<file path="src/design/rqcp_pkg.sv">
// ----------------------------------------------------------------------------
// RGB to quantized CMYK packer: shared package
// Types, register indexes, reset values and the quantizer shared by the
// divider cells and the top level.
// ----------------------------------------------------------------------------
package rqcp_pkg;

    // Pixel and component width.
    localparam int unsigned PIX_W = 8;

    // Number of color lanes divided in parallel (cyan, magenta, yellow).
    localparam int unsigned LANES = 3;

    // One divider cell resolves one quotient bit.
    localparam int unsigned NUM_CELLS = PIX_W;

    // Full-scale component value.
    localparam logic [PIX_W-1:0] FULL_SCALE = 8'd255;

    // Configuration register indexes.
    localparam int unsigned      REG_IDX_W          = 2;
    localparam logic [REG_IDX_W-1:0] REG_THRESHOLD_LOW  = 2'd0;
    localparam logic [REG_IDX_W-1:0] REG_THRESHOLD_MID  = 2'd1;
    localparam logic [REG_IDX_W-1:0] REG_THRESHOLD_HIGH = 2'd2;

    // Threshold reset values.
    localparam logic [PIX_W-1:0] RST_THRESHOLD_LOW  = 8'd0;
    localparam logic [PIX_W-1:0] RST_THRESHOLD_MID  = 8'd100;
    localparam logic [PIX_W-1:0] RST_THRESHOLD_HIGH = 8'd180;

    // Two-bit quantizer levels.
    localparam logic [1:0] QUANT_LEVEL0 = 2'd0;
    localparam logic [1:0] QUANT_LEVEL1 = 2'd1;
    localparam logic [1:0] QUANT_LEVEL2 = 2'd2;
    localparam logic [1:0] QUANT_LEVEL3 = 2'd3;

    // Per-lane divider state: partial remainder and the shift word that
    // holds the unused numerator bits on the left and quotient bits on the
    // right.
    typedef struct packed {
        logic [PIX_W-1:0] rem;
        logic [PIX_W-1:0] work;
    } lane_t;

    // Everything one item carries from cell to cell.
    typedef struct packed {
        logic [PIX_W-1:0]      divisor;
        logic [PIX_W-1:0]      black;
        lane_t [LANES-1:0]     lanes;
    } stage_t;

    // Thresholds are tested in fixed order; the first that holds wins.
    function automatic logic [1:0] quantize(
        input logic [PIX_W-1:0] value,
        input logic [PIX_W-1:0] t_low,
        input logic [PIX_W-1:0] t_mid,
        input logic [PIX_W-1:0] t_high
    );
        logic [1:0] level;
        if (value <= t_low)
        begin
            level = QUANT_LEVEL0;
        end
        else if (value <= t_mid)
        begin
            level = QUANT_LEVEL1;
        end
        else if (value <= t_high)
        begin
            level = QUANT_LEVEL2;
        end
        else
        begin
            level = QUANT_LEVEL3;
        end
        return level;
    endfunction

endpackage

</file>
<file path="src/design/rqcp_div_cell.sv">
// ----------------------------------------------------------------------------
// RGB to quantized CMYK packer: divider cell
// One restoring-division step for each color lane. Each cell resolves one
// quotient bit and hands the item to the next cell in the row.
// ----------------------------------------------------------------------------
module rqcp_div_cell (
    input  logic              clk,
    input  logic              rst_n,
    input  logic              advance,
    input  logic              in_valid,
    input  rqcp_pkg::stage_t  in_stage,
    output logic              out_valid,
    output rqcp_pkg::stage_t  out_stage
);

    logic             valid_reg;
    rqcp_pkg::stage_t stage_reg;
    rqcp_pkg::stage_t stage_next;

    // Divisor and key value pass through unchanged.
    assign stage_next.divisor = in_stage.divisor;
    assign stage_next.black   = in_stage.black;

    // One trial subtraction per lane.
    genvar gl;
    generate
        for (gl = 0; gl < rqcp_pkg::LANES; gl++)
        begin : g_lane
            logic [rqcp_pkg::PIX_W:0] trial;
            logic [rqcp_pkg::PIX_W:0] diff;
            logic                     fits;

            assign trial = {in_stage.lanes[gl].rem,
                            in_stage.lanes[gl].work[rqcp_pkg::PIX_W-1]};
            assign diff  = trial - {1'b0, in_stage.divisor};
            assign fits  = (trial >= {1'b0, in_stage.divisor});

            assign stage_next.lanes[gl].rem  = fits ? diff[rqcp_pkg::PIX_W-1:0]
                                                    : trial[rqcp_pkg::PIX_W-1:0];
            assign stage_next.lanes[gl].work = {in_stage.lanes[gl].work[rqcp_pkg::PIX_W-2:0],
                                                fits};
        end
    endgenerate

    // Valid flag.
    always_ff @(posedge clk or negedge rst_n)
    begin
        if (!rst_n)
        begin
            valid_reg <= 1'b0;
        end
        else if (advance)
        begin
            valid_reg <= in_valid;
        end
    end

    // Item payload.
    always_ff @(posedge clk)
    begin
        if (advance)
        begin
            stage_reg <= stage_next;
        end
    end

    assign out_valid = valid_reg;
    assign out_stage = stage_reg;

endmodule

</file>
<file path="src/design/rgb_to_quantized_cmyk_packer.sv">
// ----------------------------------------------------------------------------
// RGB to quantized CMYK packer
// Converts one RGB pixel per clock, unless the output stalls, to CMYK and packs two-bit codes.
//
//   Channel  Direction  Handshake            Payload
//   in       to block   in_valid / in_stall  red, green, blue
//   out      from block out_valid / out_stall packed_code, cyan, magenta,
//                                            yellow, black
//   cfg      to block   wr_en                wr_index, wr_data
//
// One item is accepted per clock unless the output stalls. Each item passes
// through one front stage, eight divider cells (one quotient bit each) and
// the output register.
// Reset clears the valid flags and loads the threshold reset values.
// A stalled output freezes the whole row, and the input stalls with it.
// ----------------------------------------------------------------------------
module rgb_to_quantized_cmyk_packer (
    input  logic       clk,
    input  logic       rst_n,

    input  logic       in_valid,
    output logic       in_stall,
    input  logic [7:0] red,
    input  logic [7:0] green,
    input  logic [7:0] blue,

    output logic       out_valid,
    input  logic       out_stall,
    output logic [7:0] packed_code,
    output logic [7:0] cyan,
    output logic [7:0] magenta,
    output logic [7:0] yellow,
    output logic [7:0] black,

    input  logic       wr_en,
    input  logic [1:0] wr_index,
    input  logic [7:0] wr_data
);

    localparam int unsigned W = rqcp_pkg::PIX_W;

    logic [W-1:0] threshold_low_reg;
    logic [W-1:0] threshold_mid_reg;
    logic [W-1:0] threshold_high_reg;

    logic         advance;

    logic             cell_valid [0:rqcp_pkg::NUM_CELLS];
    rqcp_pkg::stage_t cell_stage [0:rqcp_pkg::NUM_CELLS];

    logic         front_valid_reg;
    rqcp_pkg::stage_t front_reg;
    rqcp_pkg::stage_t front_next;

    logic [W-1:0] max_rg;
    logic [W-1:0] max_rgb;
    logic [W-1:0] chan [rqcp_pkg::LANES];

    logic         out_valid_reg;
    logic [W-1:0] packed_reg;
    logic [W-1:0] cyan_reg;
    logic [W-1:0] magenta_reg;
    logic [W-1:0] yellow_reg;
    logic [W-1:0] black_reg;
    logic [W-1:0] packed_next;

    // Configuration registers; writes beyond the list are ignored.
    always_ff @(posedge clk or negedge rst_n)
    begin
        if (!rst_n)
        begin
            threshold_low_reg  <= rqcp_pkg::RST_THRESHOLD_LOW;
            threshold_mid_reg  <= rqcp_pkg::RST_THRESHOLD_MID;
            threshold_high_reg <= rqcp_pkg::RST_THRESHOLD_HIGH;
        end
        else if (wr_en)
        begin
            case (wr_index)
                rqcp_pkg::REG_THRESHOLD_LOW:  threshold_low_reg  <= wr_data;
                rqcp_pkg::REG_THRESHOLD_MID:  threshold_mid_reg  <= wr_data;
                rqcp_pkg::REG_THRESHOLD_HIGH: threshold_high_reg <= wr_data;
                default: ;
            endcase
        end
    end

    // The whole row moves unless a finished item is held at the output.
    assign advance  = !out_valid_reg || !out_stall;
    assign in_stall = !advance;

    // Front stage: largest channel, key value and the scaled numerators.
    assign max_rg  = (green > red) ? green : red;
    assign max_rgb = (blue > max_rg) ? blue : max_rg;
    assign chan[0] = red;
    assign chan[1] = green;
    assign chan[2] = blue;

    // A black pixel divides zero by full scale, which gives zero.
    assign front_next.divisor = (max_rgb == '0) ? rqcp_pkg::FULL_SCALE : max_rgb;
    assign front_next.black   = rqcp_pkg::FULL_SCALE - max_rgb;

    genvar gl;
    generate
        for (gl = 0; gl < rqcp_pkg::LANES; gl++)
        begin : g_front
            logic [W-1:0]   delta;
            logic [2*W-1:0] numer;

            // delta * 255 as delta * 256 - delta.
            assign delta = max_rgb - chan[gl];
            assign numer = {delta, {W{1'b0}}} - {{W{1'b0}}, delta};
            assign front_next.lanes[gl].rem  = numer[2*W-1:W];
            assign front_next.lanes[gl].work = numer[W-1:0];
        end
    endgenerate

    always_ff @(posedge clk or negedge rst_n)
    begin
        if (!rst_n)
        begin
            front_valid_reg <= 1'b0;
        end
        else if (advance)
        begin
            front_valid_reg <= in_valid;
        end
    end

    always_ff @(posedge clk)
    begin
        if (advance)
        begin
            front_reg <= front_next;
        end
    end

    assign cell_valid[0] = front_valid_reg;
    assign cell_stage[0] = front_reg;

    // Row of divider cells, one quotient bit each.
    genvar gc;
    generate
        for (gc = 0; gc < rqcp_pkg::NUM_CELLS; gc++)
        begin : g_cell
            rqcp_div_cell u_cell (
                .clk       (clk),
                .rst_n     (rst_n),
                .advance   (advance),
                .in_valid  (cell_valid[gc]),
                .in_stage  (cell_stage[gc]),
                .out_valid (cell_valid[gc+1]),
                .out_stage (cell_stage[gc+1])
            );
        end
    endgenerate

    // Quantize the four components and pack them, cyan in the top bits.
    assign packed_next = {
        rqcp_pkg::quantize(cell_stage[rqcp_pkg::NUM_CELLS].lanes[0].work,
                           threshold_low_reg, threshold_mid_reg, threshold_high_reg),
        rqcp_pkg::quantize(cell_stage[rqcp_pkg::NUM_CELLS].lanes[1].work,
                           threshold_low_reg, threshold_mid_reg, threshold_high_reg),
        rqcp_pkg::quantize(cell_stage[rqcp_pkg::NUM_CELLS].lanes[2].work,
                           threshold_low_reg, threshold_mid_reg, threshold_high_reg),
        rqcp_pkg::quantize(cell_stage[rqcp_pkg::NUM_CELLS].black,
                           threshold_low_reg, threshold_mid_reg, threshold_high_reg)
    };

    // Output register.
    always_ff @(posedge clk or negedge rst_n)
    begin
        if (!rst_n)
        begin
            out_valid_reg <= 1'b0;
        end
        else if (advance)
        begin
            out_valid_reg <= cell_valid[rqcp_pkg::NUM_CELLS];
        end
    end

    always_ff @(posedge clk)
    begin
        if (advance)
        begin
            packed_reg  <= packed_next;
            cyan_reg    <= cell_stage[rqcp_pkg::NUM_CELLS].lanes[0].work;
            magenta_reg <= cell_stage[rqcp_pkg::NUM_CELLS].lanes[1].work;
            yellow_reg  <= cell_stage[rqcp_pkg::NUM_CELLS].lanes[2].work;
            black_reg   <= cell_stage[rqcp_pkg::NUM_CELLS].black;
        end
    end

    assign out_valid   = out_valid_reg;
    assign packed_code = packed_reg;
    assign cyan        = cyan_reg;
    assign magenta     = magenta_reg;
    assign yellow      = yellow_reg;
    assign black       = black_reg;

`ifndef SYNTHESIS
    // The input never stalls while the output register is empty.
    assert property (@(posedge clk) disable iff (!rst_n)
        !out_valid_reg |-> !in_stall)
    else $error("input stalled with an empty output register");

    // The remainder at the end of the row is always below the divisor.
    assert property (@(posedge clk) disable iff (!rst_n)
        cell_valid[rqcp_pkg::NUM_CELLS] |->
            (cell_stage[rqcp_pkg::NUM_CELLS].lanes[0].rem
                < cell_stage[rqcp_pkg::NUM_CELLS].divisor) &&
            (cell_stage[rqcp_pkg::NUM_CELLS].lanes[1].rem
                < cell_stage[rqcp_pkg::NUM_CELLS].divisor) &&
            (cell_stage[rqcp_pkg::NUM_CELLS].lanes[2].rem
                < cell_stage[rqcp_pkg::NUM_CELLS].divisor))
    else $error("divider remainder not below divisor");

    // The largest channel always gives a zero color component.
    assert property (@(posedge clk) disable iff (!rst_n)
        out_valid_reg |-> (cyan_reg == '0) || (magenta_reg == '0) || (yellow_reg == '0))
    else $error("no color component is zero");

    // A black pixel gives no color.
    assert property (@(posedge clk) disable iff (!rst_n)
        (out_valid_reg && (black_reg == rqcp_pkg::FULL_SCALE)) |->
            (cyan_reg == '0) && (magenta_reg == '0) && (yellow_reg == '0))
    else $error("black pixel produced color");

    // An item accepted with a free row is in the front stage register next cycle.
    assert property (@(posedge clk) disable iff (!rst_n)
        (in_valid && !in_stall) |=> front_valid_reg)
    else $error("accepted item lost at the front stage");
`endif

endmodule

</file>
<file path="config.mk">
export PLATFORM = sky130hd
export DESIGN_NAME = rgb_to_quantized_cmyk_packer
export DESIGN_NICKNAME = d
export VERILOG_FILES = /design/src/design/rqcp_pkg.sv /design/src/design/rqcp_div_cell.sv /design/src/design/rgb_to_quantized_cmyk_packer.sv
export SDC_FILE = /design/constraint.sdc
export NUM_CORES = 1
export LEC_CHECK = 0
export ABC_AREA = 1
export BUFFER_PORTS_ARGS = -buffer_cell sky130_fd_sc_hd__buf_2
export CORE_MARGIN = 2
export CORE_UTILIZATION = 30
export CTS_CLUSTER_DIAMETER = 50
export DETAILED_ROUTE_END_ITERATION = 12
export HOLD_SLACK_MARGIN = 0.02
export PLACE_DENSITY = 0.51
export SETUP_SLACK_MARGIN = 0.2
export SKIP_LAST_GASP = 1
export SYNTH_ARGS = -nofsm -noshare
export SYNTH_HDL_FRONTEND = slang
export SYNTH_SLANG_ARGS = --single-unit
</file>
<file path="constraint.sdc">
create_clock -name clk -period 16.9 [get_ports clk]
set_clock_uncertainty 0.05 [all_clocks]
set_input_delay 1.69 -clock clk [delete_from_list [all_inputs] [get_ports clk]]
set_output_delay 1.69 -clock clk [all_outputs]
set_load 0.03 [all_outputs]
</file>
Yosys cells after proc, flatten, opt, wreduce, memory -nomap -nowiden
Index checks and enable logic that the tools add are counted.
W data, S select, Z words.
- bits in registers: 618
- input port bits: 39
- output and inout bits: 42
- logic and storage cells: 205
- add/sub/neg operators: 28
- magnitude comparators: 38
- equal/unequal tests: 2
- muxes and demuxes: 31
- reduce and logical (&&, ||, !) cells: 13
- operators with widths (cell ; number):
    $ge A9 B8 Y1 ; 24
    $sub A8 B8 Y8 ; 24
    $mux W8 ; 23
    $le A8 B8 Y1 ; 12
    $sub A16 B8 Y16 ; 3
    $gt A8 B8 Y1 ; 2
    $logic_not A8 Y1 ; 1
    $mux W1 ; 8
    $reduce_or A2 Y1 ; 4
    $sub A8 B8 Y8 const A ; 1
    $reduce_and A2 Y1 ; 3
    $logic_not A1 Y1 ; 3
    $eq A2 B1 Y1 const B ; 1
    $eq A2 B2 Y1 const B ; 1
    $logic_not A2 Y1 ; 1
    $logic_or A1 B1 Y1 ; 1

Depth between registers and ports, before layout
- depth in word-level cells: 6
- depth in mapped cells: 40
- mapped depth without buffers: 39

Hierarchy
Synthesis repeated with hierarchy kept, for this count alone.
- cell total of the unflattened synthesis: 4005
- area total of the unflattened synthesis: 38998.7 um2
- by module, submodules not included (module ; instances ; cells each ; area an instance (um2) ; seq. area each (um2)):
    rqcp_div_cell (g_cell[0].u_cell ...) ; 5 ; 380 ; 3821.2 ; 1946.9
    rgb_to_quantized_cmyk_packer ; 1 ; 962 ; 8944.8 ; 3782.4
    rqcp_div_cell (g_cell[1].u_cell ...) ; 2 ; 382 ; 3628.5 ; 1946.9
    rqcp_div_cell (g_cell[6].u_cell) ; 1 ; 379 ; 3691.0 ; 1946.9

Least setup slack after synthesis
No wires, ideal clock.
- path type: in2reg
- from: input port out_stall
- to: register black_reg[0], in the netlist black[0] (enable)
- arrival time: 17.695 ns
- required time: 15.674 ns
- setup slack: -2.021 ns
- stages on the path: 2
- path buffers: 1
- cell sequence: nand2_1 > clkbuf_1
- word-level cells in the longest chain between the ends: 2
- ends and longest elaborated chain (what ; line ; source):
    start: declaration ; rgb_to_quantized_cmyk_packer.sv:28 ; input logic out_stall,
    $logic_not A1 Y1 ; rgb_to_quantized_cmyk_packer.sv:88 ; assign advance = !out_valid_reg || !out_stall;
    $logic_or A1 B1 Y1 ; rgb_to_quantized_cmyk_packer.sv:88 ;
    end signal: assignment ; rgb_to_quantized_cmyk_packer.sv:190 ; black_reg <= cell_stage[rqcp_pkg::NUM_CELLS].black;
    end: declaration ; rgb_to_quantized_cmyk_packer.sv:64 ; logic [W-1:0] black_reg;
No other way between the ends.
A chain may end at the register's enable or synchronous reset.

==> results.ini <==
[setup_path]
cp_max_fo=16
critPathSlowestCell=o21ai_2
startpoint_type=input pin
required_ns=17.19
worst_setup_path_end_kind=register
path_class=in2reg
critical_path_arrival_ns=6.75
cpPeakStageDelay_ns=0.51
cpMostUsedCell=nand2_1

[clock_tree]
clockRootBuffer=clkbuf_16
postCtsSetupBuffers=0
ctsResizeCount=0
postCtsHoldBufs=0
clk_pin_slew_ns=0.05
clock_sinks=618
cts.htree.levels=3
clock_latency_ns=0.61
cts_tree=done
numCtsBuffers=77
cts_buffer_depth=3

[floorplanning]
fp.dieArea_sq_um=111000
fp.dieH_microns=333
start_util_pct=30.3
core_area_sq_um=107000
fp.dieW_microns=333
num_rows=120
io_pins=81

[sta]
hold_ws_ns=0.354
timing.fmax_mhz=155
relSlewSlack_pct=29.1
rsz0062_at_grt=false
tightest_slew_ns=1.06
fin_setup_tns_ns=0
hold_viol=0
drv_slew=0
setup_ws_ns=10.44
period_share_pct=38.2
period_needed_ns=6.46
setup_viol=0

[global_route]
grt_pass1_vias=19200
antenna_found_initial=2
grt_usage_pct=12.1
grt_max_degree=87
grt_pass1_wl_microns=107000
grt_overflow=0

[cells_and_area]
fin_area_sq_um=37300
syn2layout_area_growth_pct=14.7
largest_reg_flops=480
layout-drive-gt1-share_pct=9.16
final_nets=3485

[logic_synthesis]
synth_edf_count=584
synth_top_area_share_pct=54.0
synthesis.nets=3329
synthTopCellsByArea=edfxtp_1 54%, ha_1 13%, nand2_1 6.9%
ys_types=51
async_flop_share_pct=5.50
ys_seq_elements=618
syn_inst=2932
synth_area_sq_um=32500
avgSynthCellArea_sq_um=11.1
synth_top_area_cell=edfxtp_1
synthFlopType=edfxtp_1
yosysWarnings=0
synth-seq-area-share_pct=56.7

[routing]
firstDrtPassIters=7
drcViolationCount=0
totalWireLength_microns=66100
viasPerCell=4.33
drt_iter0_drc=1089
wl_per_cell_microns=14.5
drt.antenna.violating_nets=0
via_count=19700

[placed_design]
gp_congestion=0.867
dp.final_hpwl_microns=51600
dp_slack_ns=9.81
numPortBuffers=80
dpl_cell_area_sq_um=34600

[job]
drv_cap=0

[run_status]
status=complete, no violations

[hold_path]
hold_class=reg2reg

## metal layers
layer	vias up	track usage [%]	wire (microns)
met1	8828	15.9	31100
met3	113	2.06	1920
met2	249	20.3	31300
li1	10500	-	-
met5	-	0	0
met4	0	3.78	1710
## cells in the mapped netlist, types with 33 or more instances
| library cell | number |
|---|---|
| nand2_1 | 595 |
| o21ai_1 | 47 |
| o21ai_0 | 163 |
| edfxtp_1 | 584 |
| a21oi_1 | 126 |
| xor2_1 | 86 |
| nand4_1 | 37 |
| ha_1 | 334 |
| inv_1 | 414 |
| xnor2_1 | 39 |
| nor2_1 | 97 |
| nand2_2 | 33 |
| nand3_1 | 146 |
## cells in the final DEF, fill, tap and decap left out, drive strengths merged, types with 39 or more instances in the layout
cell,n
edfxtp,584
o21ai,218
xnor2,41
inv,426
nand2,630
nor2,103
clkbuf,87
xor2,86
a21oi,130
nand4,39
nand3,151
buf,88
ha,334
## stage by stage
step / utilization (%) / std cells
2_1_floorplan: - / 2932
3_3_place_gp: 32.3 / 4412
3_5_place_dp: 32.3 / 4412
4_1_cts: 34.7 / 4548
5_1_grt: 34.7 / 4549
6_report: 34.7 / 4549
## final cells by class
type / count / area [sq um]
Clock inverter: 49 / 588
Multi-Input combinational cell: 1885 / 12500
Fill cell: 10700 / 70000
Timing Repair Buffer: 88 / 460
Tap cell: 1403 / 1760
Inverter: 418 / 1570
Antenna cell: 1 / 2.50
Sequential cell: 618 / 18400
Clock buffer: 87 / 2030
## worst paths after layout
path | startpoint | slack [ns] | end | depth (start not counted)
max | red[7] | 10.44 | cell_stage[551] | 32
min in group asynchronous | rst_n | 1.12 | threshold_low_reg[5] | 1
min reg2reg | g_cell[0].u_cell.out_stage[16] | 0.35 | g_cell[1].u_cell.out_stage[17] | 0
max in group asynchronous | rst_n | 15.16 | threshold_high_reg[3] | 1
max reg2reg | out_valid | 11.53 | g_cell[0].u_cell.out_stage[6] | 6
min | g_cell[0].u_cell.out_stage[16] | 0.35 | g_cell[1].u_cell.out_stage[17] | 0
## cell families after synthesis
| logic type | Yosys count | synth area share [%] |
|---|---|---|
| XOR/XNOR | 127 | 3.47 |
| adder cells (fa/ha/maj) | 358 | 14.4 |
| flip-flops | 618 | 56.7 |
| AO/OA/AOI/OAI | 417 | 7.25 |
| AND/OR/NAND/NOR | 983 | 13.3 |
| buffers and inverters | 429 | 5.02 |
## critical path, delay by kind of cell
kind,cells,cell delay (ns)
AND/OR/NAND/NOR,18,2.16
XOR/XNOR,1,0.30
AO/OA/AOI/OAI,3,0.71
buffers and inverters,6,0.64
adder cells (fa/ha/maj),4,1.23
Power is not shown: default switching activity piles up to over one toggle a cycle in this logic, so the estimate is an artifact.
